File: config.mk
export PLATFORM = sky130hd
export DESIGN_NAME = pcsp_ctrl
export DESIGN_NICKNAME = d
export VERILOG_FILES = /design/src/sv/pcsp_pkg.sv /design/src/sv/pcsp_ctrl.sv
export SDC_FILE = /design/constraint.sdc
export NUM_CORES = 1
export LEC_CHECK = 0
export ABC_AREA = 1
export BUFFER_PORTS_ARGS = -buffer_cell sky130_fd_sc_hd__buf_2
export CAP_MARGIN = 10
export CORE_MARGIN = 5
export CORE_UTILIZATION = 35
export CTS_BUF_LIST = sky130_fd_sc_hd__clkbuf_8
export CTS_CLUSTER_SIZE = 14
export DETAILED_ROUTE_END_ITERATION = 10
export GPL_TIMING_DRIVEN = 0
export PLACE_DENSITY = 0.55
export SLEW_MARGIN = 5
export SYNTH_ARGS = -nofsm -noshare
export SYNTH_HDL_FRONTEND = slang
export SYNTH_SLANG_ARGS = --single-unit
File: constraint.sdc
create_clock -name clk_i -period 3.7 [get_ports clk_i]
set_clock_uncertainty 0.05 [all_clocks]
set_input_delay 0.185 -clock clk_i [delete_from_list [all_inputs] [get_ports clk_i]]
set_output_delay 0.185 -clock clk_i [all_outputs]
set_load 0.02 [all_outputs]
File: src/sv/pcsp_pkg.sv
// shared types and constants for the prism cylinder support point unit
`default_nettype none
package pcsp_pkg;
  localparam int unsigned CfgIdxW = 3;
  localparam logic [CfgIdxW-1:0] RegRadius     = 3'd0;
  localparam logic [CfgIdxW-1:0] RegHalfHeight = 3'd1;
  localparam logic [CfgIdxW-1:0] RegEdgeCount  = 3'd2;
  localparam logic [CfgIdxW-1:0] RegEdgePair0  = 3'd3;
  localparam logic [CfgIdxW-1:0] RegEdgePair4  = 3'd7;
  localparam int unsigned EdgeSlots = 10;
  localparam int unsigned PairCount = 5;
  localparam int unsigned MaskW = 22;

  // datapath step codes
  localparam logic [3:0] StepNone  = 4'd0;
  localparam logic [3:0] StepDots  = 4'd1;
  localparam logic [3:0] StepEdge  = 4'd2;
  localparam logic [3:0] StepFin   = 4'd3;
  localparam logic [3:0] StepScale = 4'd4;
  localparam logic [3:0] StepSum   = 4'd5;

  typedef struct packed {
    logic [15:0] side_x, side_y, side_z;
    logic [15:0] up_x, up_y, up_z;
    logic [15:0] depth_x, depth_y, depth_z;
    logic [23:0] dir_x, dir_y, dir_z;
  } in_item_t;

  typedef struct packed {
    logic [18:0] point_x, point_y, point_z;
    logic [MaskW-1:0] feature_mask;
  } out_item_t;

  // controller to datapath
  typedef struct packed {
    logic       load;    // capture item
    logic [3:0] step;    // sequencing step code
    logic [3:0] edge_idx;
  } dp_cmd_t;
endpackage
`default_nettype wire

File: src/sv/pcsp_ctrl.sv
// sequencing state machine
`default_nettype none
module pcsp_ctrl
  import pcsp_pkg::*;
(
  input  wire logic    clk_i,
  input  wire logic    rst_ni,
  input  wire logic    in_valid_i,
  output logic         in_ready_o,
  output logic         out_valid_o,
  input  wire logic    out_ready_i,
  input  wire logic [3:0] n_i,
  output dp_cmd_t      cmd_o
);
  // steps: one basis dot step, one step per edge, then three point assembly steps
  localparam logic [1:0] SIdle = 2'd0;
  localparam logic [1:0] SDots = 2'd1;
  localparam logic [1:0] SEdge = 2'd2;
  localparam logic [1:0] SFin  = 2'd3;

  logic [1:0] state_q, state_d;
  logic [3:0] cnt_q, cnt_d;
  logic       ov_q, ov_d;
  logic       fin_done;

  assign in_ready_o  = (state_q == SIdle) && !ov_q;
  assign out_valid_o = ov_q;
  assign fin_done    = (state_q == SFin) && (cnt_q == 4'd2);

  always_comb begin
    state_d = state_q;
    cnt_d   = cnt_q;
    ov_d    = ov_q;
    cmd_o.load = 1'b0;
    cmd_o.step = StepNone;
    cmd_o.edge_idx = cnt_q;
    if (ov_q && out_ready_i) ov_d = 1'b0;
    unique case (state_q)
      SIdle: begin
        if (in_valid_i && !ov_q) begin
          cmd_o.load = 1'b1;
          state_d = SDots;
          cnt_d = 4'd0;
        end
      end
      SDots: begin
        cmd_o.step = StepDots;
        cnt_d = 4'd0;
        state_d = SEdge;
      end
      SEdge: begin
        cmd_o.step = StepEdge;
        if (cnt_q == n_i - 4'd1) begin
          state_d = SFin;
          cnt_d = 4'd0;
        end else begin
          cnt_d = cnt_q + 4'd1;
        end
      end
      SFin: begin
        cmd_o.step = StepFin + cnt_q;
        if (fin_done) begin
          state_d = SIdle;
          ov_d = 1'b1;
        end else begin
          cnt_d = cnt_q + 4'd1;
        end
      end
      default: state_d = SIdle;
    endcase
  end

  always_ff @(posedge clk_i or negedge rst_ni) begin
    if (!rst_ni) begin
      state_q <= SIdle;
      cnt_q   <= '0;
      ov_q    <= 1'b0;
    end else begin
      state_q <= state_d;
      cnt_q   <= cnt_d;
      ov_q    <= ov_d;
    end
  end
endmodule
`default_nettype wire

==> results.toml <==
[outcome]
outcome = "complete, no violations"

[pwr]
netSwitchingFraction = 0.496
p_seq_frac = 0.229
comb_power_share = 0.609
intPower_uw = 309
power_density_nw_per_um2 = 687
ir_drop_mv = 0.307
clkPwrFrac = 0.162
p_sw_uw = 304
leakage_nw = 0.547
finalPower_uw = 614

[synth]
ys_types = 21
synth_warnings = 0
yosys.area.top_type = "dfrtp_1"
synthAdderAreaFrac = 0.123
synthMuxAreaShare = 0
synth_top_family_by_area = "simple AND/OR/NAND/NOR gates"
synth_compound_area_frac = 0.0683
synth-xor-area-share = 0.0245
synth-simple-area-share = 0.424
synth_area_um2 = 714
synth.yosys.seq_area_share = 0.245
synth_area_leaders = "dfrtp_1 (25%), nand2_1 (18%), ha_1 (12%)"
synth_top_area_frac = 0.245
ys_seq_elements = 7
syn_avg_cell_area_um2 = 6.49
syn_nets = 125
syn_inst = 110

[clock_network]
cts_buffers = 3
clock_latency_ns = 0.22
clockRootBuffer = "clkbuf_8"
ctsResizeCount = 0
clk_pin_slew_ns = 0.04
cts_htree_levels = 1
cts_buffer_depth = 2
cts_sinks = 7
cts_tree = "built"

[placed_design]
place_ws_ns = 2.12
gp_congestion = 0.754
io_buffers = 18
dp_hpwl_um = 1270

[drt]
wl_um = 1490
first_iter_violations = 10
drc_errors = 0
dr.pass1.iters = 4
wl_per_cell_um = 9.29
vias = 697
viasPerCell = 4.36
drtAntennaViolNets = 0

[global_routing]
grt_first_pass_wirelength_um = 2570
grt_remaining_overflow = 0
grt_max_degree = 9
grt_pass1_vias = 634
antenna_found_initial = 0
track_usage = 0.115

[timing]
worstMarginPinSlew_ns = 0.235
slew_headroom = 0.842
setup_viol = 0
hold_ws_ns = 0.0937
max_clock_freq_ghz = 0.577
post-route-period-util = 0.468
rsz0062_at_grt = "false"
setup_ws_ns = 1.97
final_hold_viol_count = 0
finalMaxSlewViolations = 0
fin_crit_ns = 1.73
finalSetupTns_ns = 0

[die]
dieWidth_um = 55.2
die_h_um = 55.2
die_area_um2 = 3040
ioPinCount = 19
placementRows = 16
core_area_um2 = 1960
start_util = 0.364

[finish]
antenna_cells = 0
areaGrowthSynthToFinish_pct = 25.0
fill_cells = 227
finish.net_count = 149
postLayoutCoreUtil = 0.455
drive_above_1_share = 0.286

[critical_path]
end_kind = "output port"
crit_type = "reg -> out"
cp.arrival_ns = 1.50
worstSetupStartpoint = "cnt_q[0]"
r2r_slack_ns = 2.13
timing.rr.end = "cnt_q[3]"
crit_path_top_delay_cell = "dfrtp_1"
max_stage_delay_ns = 0.45
crit_chain = "inv_2, ha_1, inv_1, nand3_1, o21ai_0, buf_2"
worst-path-max-fanout = 7
cp_data_required_time_ns = 3.46
crit_path_start_kind = "flip-flop"
r2r-start = "cnt_q[0]"
worstRegToRegCells = 11

[hold_path]
min_to = "out_valid_o"
hp-class = "in -> reg"
min_delay_path_depth = 2
hold_start = "out_ready_i"

[run]
cap_viol_max_count = 0
layout make-up:
type,count,area (um^2),area share
Timing Repair Buffer,19,100,0.112
Clock inverter,1,3.75,0.00420
Sequential cell,7,175,0.196
Multi-Input combinational cell,81,457,0.511
Inverter,22,82.6,0.0924
Clock buffer,3,41.3,0.0462
Tap cell,27,33.8,0.0378
layer usage:
| metal | vias to the layer above | share of wire | global-route usage |
|---|---|---|---|
| li1 | 382 | - | - |
| met1 | 303 | 0.51 | 0.156 |
| met5 | - | 0 | 0 |
| met2 | 12 | 0.43 | 0.177 |
| met4 | 0 | 0 | 0.0486 |
| met3 | 0 | 0.056 | 0.0214 |
Yosys cell counts:
library cell and count:
inv_1 16, nor3_1 1, o211ai_1 1, nand2_2 5
dfrtp_1 7, or2_2 1, nor2_2 1, nand2_1 34
nor2_1 10, nand3_2 1, o21ai_4 1, nand4_2 1
nand2_4 1, xor2_1 2, ha_1 7, clkinv_1 1
o21ai_0 4, nor3_2 1, nand3_1 9, a21oi_1 1
inv_2 5
registers in the layout (all words and copies together), names as in the netlist:
name and cells:
cnt_q 4, out_valid_o 1, state_q 2
cells by family after synthesis:
logic type               count (synthesis)
AO/OA/AOI/OAI                            7
flip-flops                               7
buffers and inverters                   22
AND/OR/NAND/NOR                         65
adder cells (fa/ha/maj)                  7
XOR/XNOR                                 2
critical path: cells and delay by family, from the launching register on:
kind                     cells  cell delay [ns]
buffers and inverters        3             0.39
flip-flops                   1             0.45
adder cells (fa/ha/maj)      1             0.30
AND/OR/NAND/NOR              1             0.07
AO/OA/AOI/OAI                1             0.08
layout by cell type (no fill, tap or decap), types with 2 or more instances in the layout:
| cell | count |
|---|---|
| nand2_1 | 34 |
| xor2_1 | 2 |
| inv_1 | 17 |
| buf_2 | 18 |
| dfrtp_1 | 7 |
| clkbuf_8 | 3 |
| nand3_1 | 9 |
| o21ai_0 | 4 |
| ha_1 | 7 |
| nor2_1 | 10 |
| inv_2 | 5 |
| nand2_2 | 5 |
worst max-delay path by stage:
stage,to,slack [ns],cells after the start
after global placement,cnt_q[3],2.14,11
after detailed placement,cnt_q[3],2.12,11
after global routing,cmd_o[5],1.83,6
final,cmd_o[5],1.97,6
after floorplan,cnt_q[3],2.18,10
after CTS,cmd_o[5],1.95,6
timing repair:
item	in CTS	in global routing
hold buffers	1	0
endpoints found under the hold margin	7	0
buffers inserted	0	0
power groups by stage:
stage	Combinational (mW)	Sequential, mW	Clock [mW]
finish	0.374	0.140	0.0995
global route	0.422	0.146	0.111
CTS	0.380	0.141	0.103
detailed placement	0.376	0.142	0
global placement	0.373	0.141	0
floorplan	0.275	0.148	0
stage by stage:
stage | cell area (um^2) | instances
floorplan | 714 | 110
global placement | 838 | 155
detailed placement | 838 | 155
CTS | 893 | 160
global route | 893 | 160
finish | 893 | 160
No activity file was read; power rests on OpenSTA's default activity.
